===== src/hw/rtl/keypad_integer_calculator_macros.svh =====
// ----------------------------------------------------------------------------
// Keypad integer calculator assertion macros
// Short forms for clocked assertions with the asynchronous reset as disable.
// ----------------------------------------------------------------------------
`ifndef KEYPAD_INTEGER_CALCULATOR_MACROS_SVH
`define KEYPAD_INTEGER_CALCULATOR_MACROS_SVH

// Same-cycle implication.
`define KIC_ASSERT_NOW(label, ante, cons, msg) \
	label: assert property (@(posedge clk) disable iff (!arst_n) (ante) |-> (cons)) \
		else $error(msg);

// Next-cycle implication.
`define KIC_ASSERT_NEXT(label, ante, cons, msg) \
	label: assert property (@(posedge clk) disable iff (!arst_n) (ante) |=> (cons)) \
		else $error(msg);

`endif


===== src/hw/rtl/kic_pkg.sv =====
// ----------------------------------------------------------------------------
// Keypad integer calculator package
// Key codes, pending operation codes, beat types and controller interface.
// ----------------------------------------------------------------------------
package kic_pkg;

	typedef enum logic [2:0] {
		CMD_DIGIT  = 3'd0,
		CMD_CLEAR  = 3'd1,
		CMD_ALLCLR = 3'd2,
		CMD_ADD    = 3'd3,
		CMD_SUB    = 3'd4,
		CMD_MUL    = 3'd5,
		CMD_DIV    = 3'd6,
		CMD_EQ     = 3'd7
	} cmd_t;

	// Pending operation uses the operator key codes; zero means none pending.
	typedef enum logic [2:0] {
		OP_NONE = 3'd0,
		OP_ADD  = 3'd3,
		OP_SUB  = 3'd4,
		OP_MUL  = 3'd5,
		OP_DIV  = 3'd6
	} op_t;

	typedef enum logic [1:0] {
		S_IDLE,
		S_BUSY,
		S_COMMIT
	} state_t;

	localparam logic CFG_NUMBER_BASE = 1'b0;
	localparam logic CFG_WORD_SIZE   = 1'b1;

	localparam logic [1:0] WS_8  = 2'd0;
	localparam logic [1:0] WS_16 = 2'd1;
	localparam logic [1:0] WS_32 = 2'd2;
	localparam logic [1:0] WS_64 = 2'd3;

	localparam logic [4:0] NUMBER_BASE_RESET = 5'd10;
	localparam logic [1:0] WORD_SIZE_RESET   = 2'd3;

	typedef struct packed {
		cmd_t       command;
		logic [3:0] digit;
	} in_item_t;

	typedef struct packed {
		logic signed [63:0] shown_value;
		logic               divide_error;
	} out_item_t;

	typedef struct packed {
		logic digit_en;     // append digit to entry, show it
		logic clear_entry;  // clear entry, show zero
		logic clear_acc;    // clear accumulator
		logic move_entry;   // accumulator takes entry, entry cleared
		logic start;        // load the iterative multiply/divide unit
		logic step;         // one bit of multiply/divide
		logic commit;       // write the pending operation result
		logic out_load;     // load the output register
		op_t  op;           // pending operation
	} dp_cmd_t;

	typedef struct packed {
		logic done;         // the current step is the last one
	} dp_sts_t;

endpackage


===== src/hw/rtl/kic_datapath.sv =====
// ----------------------------------------------------------------------------
// Keypad integer calculator datapath
// Config registers, accumulator, entry, shift-add multiplier, restoring
// divider and the output register.
// ----------------------------------------------------------------------------
module kic_datapath #(
	parameter int WORD_WIDTH = 64
) (
	input  logic               clk,
	input  logic               arst_n,
	input  logic               cfg_we,
	input  logic               cfg_index,
	input  logic [4:0]         cfg_data,
	input  logic [3:0]         digit,
	input  kic_pkg::dp_cmd_t   dp_cmd,
	output kic_pkg::dp_sts_t   dp_sts,
	output kic_pkg::out_item_t out_item
);

	localparam int W  = WORD_WIDTH;
	localparam int CW = $clog2(W);
	localparam int W8  = (8 < W) ? 8 : W;
	localparam int W16 = (16 < W) ? 16 : W;
	localparam int W32 = (32 < W) ? 32 : W;

	logic [4:0]    number_base_q;
	logic [1:0]    word_size_q;
	logic [W-1:0]  acc_q;
	logic [W-1:0]  entry_q;
	logic [W-1:0]  wk_a_q;   // multiplier, or dividend shifting into quotient
	logic [W-1:0]  wk_b_q;   // multiplicand, or divisor
	logic [W-1:0]  wk_r_q;   // product, or remainder
	logic          neg_q;
	logic          dz_q;
	logic [CW-1:0] cnt_q;
	kic_pkg::out_item_t out_q;

	// Sign-extends from the active word size, kept within the storage width.
	function automatic logic [W-1:0] sext_w(input logic [W-1:0] v, input logic [1:0] ws);
		logic [W-1:0] r;
		logic [6:0]   wid;
		logic         sgn;
		case (ws)
			kic_pkg::WS_8: begin
				wid = 7'(W8);
				sgn = v[W8-1];
			end
			kic_pkg::WS_16: begin
				wid = 7'(W16);
				sgn = v[W16-1];
			end
			kic_pkg::WS_32: begin
				wid = 7'(W32);
				sgn = v[W32-1];
			end
			default: begin
				wid = 7'(W);
				sgn = v[W-1];
			end
		endcase
		for (int i = 0; i < W; i++) begin
			r[i] = (i < int'(wid)) ? v[i] : sgn;
		end
		return r;
	endfunction

	logic [W-1:0] digit_prod;
	logic [W-1:0] entry_next;
	logic [W-1:0] a_ext;
	logic [W-1:0] b_ext;
	logic [W-1:0] a_mag;
	logic [W-1:0] b_mag;
	logic [W:0]   div_shift;
	logic [W:0]   div_trial;
	logic [W-1:0] res_raw;
	logic [W-1:0] res;
	logic         res_err;
	logic signed [W-1:0] shown_w;

	always_comb begin
		digit_prod = entry_q * W'(number_base_q);
		entry_next = sext_w(digit_prod + W'(digit), word_size_q);

		a_ext = sext_w(acc_q, word_size_q);
		b_ext = sext_w(entry_q, word_size_q);
		a_mag = a_ext[W-1] ? (~a_ext + W'(1)) : a_ext;
		b_mag = b_ext[W-1] ? (~b_ext + W'(1)) : b_ext;

		div_shift = {wk_r_q, wk_a_q[W-1]};
		div_trial = div_shift - {1'b0, wk_b_q};

		res_err = 1'b0;
		case (dp_cmd.op)
			kic_pkg::OP_ADD: res_raw = acc_q + entry_q;
			kic_pkg::OP_SUB: res_raw = acc_q - entry_q;
			kic_pkg::OP_MUL: res_raw = wk_r_q;
			kic_pkg::OP_DIV: begin
				res_err = dz_q;
				if (dz_q) begin
					res_raw = '0;
				end else begin
					res_raw = neg_q ? (~wk_a_q + W'(1)) : wk_a_q;
				end
			end
			default: res_raw = '0;
		endcase
		// Low bits of add, sub and mul depend only on low operand bits.
		res = sext_w(res_raw, word_size_q);
	end

	assign dp_sts.done = (cnt_q == CW'(W - 1));

	always_ff @(posedge clk or negedge arst_n) begin
		if (!arst_n) begin
			number_base_q <= kic_pkg::NUMBER_BASE_RESET;
			word_size_q   <= kic_pkg::WORD_SIZE_RESET;
			acc_q         <= '0;
			entry_q       <= '0;
		end else begin
			if (cfg_we) begin
				case (cfg_index)
					kic_pkg::CFG_NUMBER_BASE: number_base_q <= cfg_data;
					kic_pkg::CFG_WORD_SIZE:   word_size_q   <= cfg_data[1:0];
					default: ;
				endcase
			end
			if (dp_cmd.digit_en) begin
				entry_q <= entry_next;
			end
			if (dp_cmd.clear_entry) begin
				entry_q <= '0;
			end
			if (dp_cmd.clear_acc) begin
				acc_q <= '0;
			end
			if (dp_cmd.move_entry) begin
				acc_q   <= entry_q;
				entry_q <= '0;
			end
			if (dp_cmd.commit) begin
				acc_q   <= res;
				entry_q <= '0;
			end
		end
	end

	// Iterative unit: one product or quotient bit per step.
	always_ff @(posedge clk) begin
		if (dp_cmd.start) begin
			cnt_q <= '0;
			if (dp_cmd.op == kic_pkg::OP_DIV) begin
				wk_a_q <= a_mag;
				wk_b_q <= b_mag;
				wk_r_q <= '0;
				neg_q  <= a_ext[W-1] ^ b_ext[W-1];
				dz_q   <= (b_mag == '0);
			end else begin
				wk_a_q <= entry_q;
				wk_b_q <= acc_q;
				wk_r_q <= '0;
				neg_q  <= 1'b0;
				dz_q   <= 1'b0;
			end
		end else if (dp_cmd.step) begin
			cnt_q <= cnt_q + CW'(1);
			if (dp_cmd.op == kic_pkg::OP_DIV) begin
				if (!div_trial[W]) begin
					wk_r_q <= div_trial[W-1:0];
					wk_a_q <= {wk_a_q[W-2:0], 1'b1};
				end else begin
					wk_r_q <= div_shift[W-1:0];
					wk_a_q <= {wk_a_q[W-2:0], 1'b0};
				end
			end else begin
				if (wk_a_q[0]) begin
					wk_r_q <= wk_r_q + wk_b_q;
				end
				wk_a_q <= {1'b0, wk_a_q[W-1:1]};
				wk_b_q <= {wk_b_q[W-2:0], 1'b0};
			end
		end
	end

	always_comb begin
		if (dp_cmd.digit_en) begin
			shown_w = entry_next;
		end else if (dp_cmd.commit) begin
			shown_w = res;
		end else begin
			shown_w = '0;
		end
	end

	always_ff @(posedge clk) begin
		if (dp_cmd.out_load) begin
			out_q.shown_value  <= 64'(shown_w);
			out_q.divide_error <= dp_cmd.commit & res_err;
		end
	end

	assign out_item = out_q;

endmodule


===== src/hw/rtl/kic_controller.sv =====
// ----------------------------------------------------------------------------
// Keypad integer calculator controller
// Decodes keys, tracks the pending operation, sequences the iterative unit
// and owns the handshakes.
// ----------------------------------------------------------------------------
module kic_controller (
	input  logic             clk,
	input  logic             arst_n,
	input  logic             in_valid,
	output logic             in_ready,
	input  kic_pkg::cmd_t    command,
	output logic             out_valid,
	input  logic             out_ready,
	input  kic_pkg::dp_sts_t dp_sts,
	output kic_pkg::dp_cmd_t dp_cmd
);

	kic_pkg::state_t state_q, state_d;
	kic_pkg::op_t    pending_q, pending_d;
	kic_pkg::cmd_t   cmd_q, cmd_d;
	logic            out_valid_q;

	kic_pkg::op_t    op_after;

	always_ff @(posedge clk or negedge arst_n) begin
		if (!arst_n) begin
			state_q     <= kic_pkg::S_IDLE;
			pending_q   <= kic_pkg::OP_NONE;
			cmd_q       <= kic_pkg::CMD_DIGIT;
			out_valid_q <= 1'b0;
		end else begin
			state_q   <= state_d;
			pending_q <= pending_d;
			cmd_q     <= cmd_d;
			if (dp_cmd.out_load) begin
				out_valid_q <= 1'b1;
			end else if (out_ready) begin
				out_valid_q <= 1'b0;
			end
		end
	end

	always_comb begin
		state_d   = state_q;
		pending_d = pending_q;
		cmd_d     = cmd_q;
		dp_cmd    = '0;
		dp_cmd.op = pending_q;
		in_ready  = 1'b0;
		// Equals leaves nothing pending; an operator key becomes the new pending one.
		op_after  = (command == kic_pkg::CMD_EQ) ? kic_pkg::OP_NONE : kic_pkg::op_t'(command);

		case (state_q)
			kic_pkg::S_IDLE: begin
				in_ready = !out_valid_q || out_ready;
				if (in_valid && in_ready) begin
					case (command)
						kic_pkg::CMD_DIGIT: begin
							dp_cmd.digit_en = 1'b1;
							dp_cmd.out_load = 1'b1;
						end
						kic_pkg::CMD_CLEAR: begin
							dp_cmd.clear_entry = 1'b1;
							dp_cmd.out_load    = 1'b1;
						end
						kic_pkg::CMD_ALLCLR: begin
							dp_cmd.clear_entry = 1'b1;
							dp_cmd.clear_acc   = 1'b1;
							dp_cmd.out_load    = 1'b1;
							pending_d          = kic_pkg::OP_NONE;
						end
						kic_pkg::CMD_ADD, kic_pkg::CMD_SUB, kic_pkg::CMD_MUL,
						kic_pkg::CMD_DIV, kic_pkg::CMD_EQ: begin
							case (pending_q)
								kic_pkg::OP_NONE: begin
									if (command != kic_pkg::CMD_EQ) begin
										dp_cmd.move_entry = 1'b1;
										pending_d         = op_after;
									end
								end
								kic_pkg::OP_ADD, kic_pkg::OP_SUB: begin
									dp_cmd.commit   = 1'b1;
									dp_cmd.out_load = 1'b1;
									pending_d       = op_after;
								end
								default: begin
									dp_cmd.start = 1'b1;
									cmd_d        = command;
									state_d      = kic_pkg::S_BUSY;
								end
							endcase
						end
						default: ;
					endcase
				end
			end
			kic_pkg::S_BUSY: begin
				dp_cmd.step = 1'b1;
				if (dp_sts.done) begin
					state_d = kic_pkg::S_COMMIT;
				end
			end
			kic_pkg::S_COMMIT: begin
				dp_cmd.commit   = 1'b1;
				dp_cmd.out_load = 1'b1;
				pending_d = (cmd_q == kic_pkg::CMD_EQ) ? kic_pkg::OP_NONE
					: kic_pkg::op_t'(cmd_q);
				state_d   = kic_pkg::S_IDLE;
			end
			default: state_d = kic_pkg::S_IDLE;
		endcase
	end

	assign out_valid = out_valid_q;

endmodule


===== src/hw/rtl/keypad_integer_calculator.sv =====
// ----------------------------------------------------------------------------
// Keypad integer calculator
// Four-function programmer calculator taking one key per beat.
// ----------------------------------------------------------------------------
// Digit, C, AC, add, sub, equals and an operator key with nothing pending
// are each handled as the key is taken. A pending multiply or divide runs through a shared
// shift-add / restoring-divide unit that produces one bit per cycle, so such
// a key holds off the next key until every bit is produced and the result is
// committed. A new key is taken as the previous result beat leaves the
// output register, or while that register is empty.
module keypad_integer_calculator #(
	parameter int WORD_WIDTH = 64
) (
	input  logic               clk,
	input  logic               arst_n,
	input  logic               in_valid,
	output logic               in_ready,
	input  kic_pkg::in_item_t  in_item,
	output logic               out_valid,
	input  logic               out_ready,
	output kic_pkg::out_item_t out_item,
	input  logic               cfg_we,
	input  logic               cfg_index,
	input  logic [4:0]         cfg_data
);

`include "keypad_integer_calculator_macros.svh"

	kic_pkg::dp_cmd_t dp_cmd;
	kic_pkg::dp_sts_t dp_sts;

	kic_controller u_ctrl (
		.clk       (clk),
		.arst_n    (arst_n),
		.in_valid  (in_valid),
		.in_ready  (in_ready),
		.command   (in_item.command),
		.out_valid (out_valid),
		.out_ready (out_ready),
		.dp_sts    (dp_sts),
		.dp_cmd    (dp_cmd)
	);

	kic_datapath #(
		.WORD_WIDTH (WORD_WIDTH)
	) u_dp (
		.clk       (clk),
		.arst_n    (arst_n),
		.cfg_we    (cfg_we),
		.cfg_index (cfg_index),
		.cfg_data  (cfg_data),
		.digit     (in_item.digit),
		.dp_cmd    (dp_cmd),
		.dp_sts    (dp_sts),
		.out_item  (out_item)
	);

	`KIC_ASSERT_NOW(a_no_take_while_held, out_valid && !out_ready, !in_ready, "taken while held")
	`KIC_ASSERT_NEXT(a_start_busy, dp_cmd.start, !in_ready && dp_cmd.step, "no step after start")
	`KIC_ASSERT_NEXT(a_last_step_commit, dp_cmd.step && dp_sts.done, dp_cmd.commit, "no commit")
	`KIC_ASSERT_NOW(a_err_zero, out_item.divide_error, out_item.shown_value == '0, "error value")

endmodule


===== config.mk =====
export PLATFORM = sky130hd
export DESIGN_NAME = keypad_integer_calculator
export DESIGN_NICKNAME = d
export VERILOG_FILES = /design/src/hw/rtl/kic_pkg.sv /design/src/hw/rtl/kic_datapath.sv /design/src/hw/rtl/kic_controller.sv /design/src/hw/rtl/keypad_integer_calculator.sv
export VERILOG_INCLUDE_DIRS = /design/src /design/src/hw/rtl
export SDC_FILE = /design/constraint.sdc
export NUM_CORES = 2
export LEC_CHECK = 0
export BUFFER_PORTS_ARGS = -buffer_cell sky130_fd_sc_hd__buf_2
export CAP_MARGIN = 15
export CORE_UTILIZATION = 40
export CTS_CLUSTER_DIAMETER = 40
export DETAILED_ROUTE_END_ITERATION = 10
export MAX_ROUTING_LAYER = met4
export PLACE_DENSITY = 0.52
export SETUP_SLACK_MARGIN = 0.1
export SYNTH_ARGS = -nofsm -noshare
export SYNTH_HDL_FRONTEND = slang
export SYNTH_SLANG_ARGS = --single-unit
export TNS_END_PERCENT = 10

===== constraint.sdc =====
create_clock -name clk -period 18 [get_ports clk]
set_input_delay 0 -clock clk [delete_from_list [all_inputs] [get_ports clk]]
set_output_delay 0 -clock clk [all_outputs]
set_load 0.02 [all_outputs]

==> run_results.csv <==
group,metric,value,unit
run_status,status,"complete, no violations",
clocking,clk_pin_slew,0.06,ns
floorplan,pin_count,85,
clocking,clk_latency,0.68,ns
sta,rsz0062_at_grt,"no",
global_route,grt-ovfl-total,0,
global_route,grt_start_max_net_pins,124,
clocking,clk_path_buf_depth,3,
placed_design,port_buffers,84,
sta,hold_viol_final,0,
sta,slew_headroom,20.8,%
logic_synthesis,synthTopCellsByArea,"edfxtp_1, ha_1, fa_1",
sta,setup_tns,0,ns
clocking,cts_root_buf,"clkbuf_16",
clocking,cts_inserted_buffers,84,
sta,fin_crit_sh,43.5,%
floorplan,core_area,124000,sq um
job,max_cap_violations,0,
routing,drt_iter0_drc,5627,
sta,tightestPinTransition,1.19,ns
global_route,antenna_found_initial,5,
routing,via_per_inst,6.12,
logic_synthesis,synth_top_area_share,11.7,%
worst_setup_path,critPathLaunchType,"flip-flop",
worst_setup_path,crit_slowest_cell,"nor4_1",
clocking,cts_tree,"yes",
sta,setup_viol,0,
floorplan,die_h,356,um
logic_synthesis,syn_nets,6984,
finish,finalCoreUtilization,44.3,%
worst_setup_path,crit_top_cell,"o21ai_0",
routing,final_antenna_net_count,0,
clocking,clock-sinks,409,
finish,drive_above_1_share,7.57,%
worst_setup_path,reg2regPathDepth,20,
worst_setup_path,path_class,"reg2reg",
worst_setup_path,regToRegSetupSlack,10.16,ns
routing,drcViolationCount,0,
logic_synthesis,synth_cell_types,86,
logic_synthesis,ys_seq_elements,409,
logic_synthesis,synth_edf_count,195,
worst_setup_path,crit_buf_inv,1,
worst_setup_path,crit_path_cell_trace,"inv_1 > ha_1 > or3b_2 > nor4_1 > nand2_1 > nor4_1 > a31oi_1 > xnor2_1 > ha_1 > a21oi_1 > o21ai_0 > nor3b_1 > a32o_1 > nor4b_1 > o2111ai_1 > o21ai_0 > o21ai_1 > nand2_1 > o21ai_0 > or2_2",
routing,routedWlPerCell,26.0,um
worst_hold_path,hold_path_class,"in2reg",
sta,period_minus_slack,7.84,ns
floorplan,die_area,127000,sq um
worst_setup_path,required,18.41,ns
worst_setup_path,arrival,8.24,ns
worst_hold_path,holdPathStages,5,
clocking,htreeDepth,3,
floorplan,num_rows,129,
global_route,grt_util_all_layers,33.4,%
worst_setup_path,critical_path.max_stage_delay,0.80,ns
logic_synthesis,synth-async-reset-ratio,35.2,%
logic_synthesis,ys_seq_area_share,21.7,%
routing,vias,49200,
worst_setup_path,path_delay_family,"simple AND/OR/NAND/NOR gates",
sta,slew_violations,0,
logic_synthesis,synth_area,50100,sq um
finish,nets,6846,
logic_synthesis,syn_inst,6461,
worst_setup_path,crit_path_max_fanout,15,
logic_synthesis,ys_warn_count,0,
routing,wl,209,mm
sta,fin_skew,0.0331,ns
placed_design,hpwl,163,mm
worst_setup_path,crit_cells,20,
global_route,grt_pass1_wl,311,mm
worst_setup_path,cp-end-kind,"flip-flop",
floorplan,die_w,356,um
finish,area_growth,9.78,%
sta,fin_hold_ws,0.110,ns
sta,fmax,0.128,GHz
floorplan,start_util,40.4,%
routing,first_pass_iters,6,
logic_synthesis,synth_flop_cell,"edfxtp_1",
global_route,grt_pass1_vias,47200,
logic_synthesis,synth_top_area_cell,"edfxtp_1",
logic_synthesis,postSynthAreaPerCell,7.75,sq um
placed_design,routabilityCongestion,1.09,
[synth_stat cells (43+ instances only)]
| master | n |
|---|---|
| nand2_1 | 678 |
| a21oi_1 | 592 |
| o21ai_0 | 510 |
| inv_1 | 439 |
| nor2_1 | 429 |
| clkbuf_1 | 392 |
| ha_1 | 320 |
| and2_1 | 310 |
| xnor2_1 | 259 |
| edfxtp_1 | 195 |
| fa_1 | 185 |
| a21o_1 | 169 |
| xor2_1 | 156 |
| dfrtp_1 | 140 |
| nor3_1 | 122 |
| nand3_1 | 97 |
| mux2i_1 | 89 |
| a31oi_1 | 88 |
| nand2b_1 | 83 |
| o31ai_1 | 81 |
| o211ai_1 | 79 |
| dfxtp_1 | 70 |
| nand4_1 | 67 |
| a211oi_1 | 64 |
| a22oi_1 | 62 |
| or3_1 | 50 |
| o21bai_1 | 48 |
| nor2b_1 | 43 |
[stage by stage]
stage / worst slack [ns] / area [sq um] / std cells
2_1_floorplan: 11.17 / 50100 / 6461
3_3_place_gp: 10.68 / 51800 / 7851
3_5_place_dp: 10.38 / 51800 / 7852
4_1_cts: 10.37 / 54900 / 8031
5_1_grt: 9.77 / 54900 / 8032
6_report: 10.16 / 54900 / 8033
[layout by cell type (no fill, tap or decap), types with 49 or more instances in the layout]
cell type	n
nand2_1	674
a21oi_1	590
o21ai_0	507
inv_1	438
nor2_1	423
ha_1	320
and2_1	308
xnor2_1	258
edfxtp_1	195
fa_1	185
a21o_1	169
xor2_1	156
dfrtp_1	140
nor3_1	122
buf_4	105
nand3_1	97
clkbuf_16	91
a31oi_1	88
mux2i_1	88
buf_2	85
nand2b_1	83
o31ai_1	81
o211ai_1	79
dfxtp_1	70
nand4_1	67
a211oi_1	64
a22oi_1	62
or3_1	49
[cell families (layout without fill, tap and decap cells)]
| kind of cell | count (synthesis) | count (layout) | synth area share (%) |
|---|---|---|---|
| AOI/OAI and AO/OA | 2042 | 2042 | 25.8 |
| xor gates and xnor gates | 415 | 415 | 7.26 |
| adders and majority gates | 505 | 505 | 15.4 |
| buffers and inverters | 876 | 810 | 6.60 |
| DFF | 409 | 409 | 21.7 |
| muxes | 126 | 126 | 2.75 |
| other | 0 | 1 | 0 |
| and+or+nand+nor | 2088 | 2088 | 20.5 |
[area by class of cell]
class	count	area [sq um]
Fill cell	12700	69000
Timing Repair Buffer	213	1470
Multi-Input combinational cell	5176	36000
Tap cell	1637	2050
Sequential cell	409	10900
Clock inverter	53	500
Antenna cell	1	2.50
Inverter	439	1650
Clock buffer	105	2380
[registers in the layout, indices dropped and copies added (netlist names)]
signal	cells
u_ctrl.state_q	2
u_dp.neg_q	1
u_dp.acc_q	64
u_dp.cnt_q	6
u_dp.entry_q	64
u_dp.word_size_q	2
u_dp.wk_b_q	64
u_ctrl.cmd_q	3
u_dp.wk_a_q	64
u_ctrl.pending_q	3
u_dp.number_base_q	5
u_ctrl.out_valid	1
u_dp.dz_q	1
u_dp.out_item	65
u_dp.wk_r_q	64
[path summary, 6_finish.rpt]
kind | startpoint | end
worst min-delay path | in_valid | u_ctrl.pending_q[0]
worst max-delay path | u_dp.entry_q[0] | u_dp.out_item[38]
worst max register to register | u_dp.entry_q[0] | u_dp.out_item[38]
min in group asynchronous | arst_n | u_dp.acc_q[44]
max in group asynchronous | arst_n | u_dp.acc_q[0]
worst min register to register | u_dp.cnt_q[1] | u_dp.cnt_q[1]
[timing repair]
item | in CTS | in global routing
setup buffers | 0 | 0
endpoints found under the setup margin | 0 | 0
hold buffers | 21 | 0
hold endpoints to repair | 95 | 0
resized for setup | 0 | 0
[routing by layer]
metal	global-route usage, %	part of all wire (%)	vias up
li1	-	-	22900
met3	5.22	8.6	280
met5	-	0	-
met4	10.1	3.0	0
met2	46.7	41	1974
met1	48.9	47	24100
[worst register-to-register path, delay by kind of cell, from the launching register on]
kind                       cells  cell delay (ns)
adders and majority gates      2             0.75
buffers and inverters          1             0.14
DFF                            1             0.58
AOI/OAI and AO/OA              8             2.46
xor gates and xnor gates       1             0.16
and+or+nand+nor                8             3.49
Power is not shown: default switching activity piles up to over one toggle a cycle in this logic, so the estimate is an artifact.
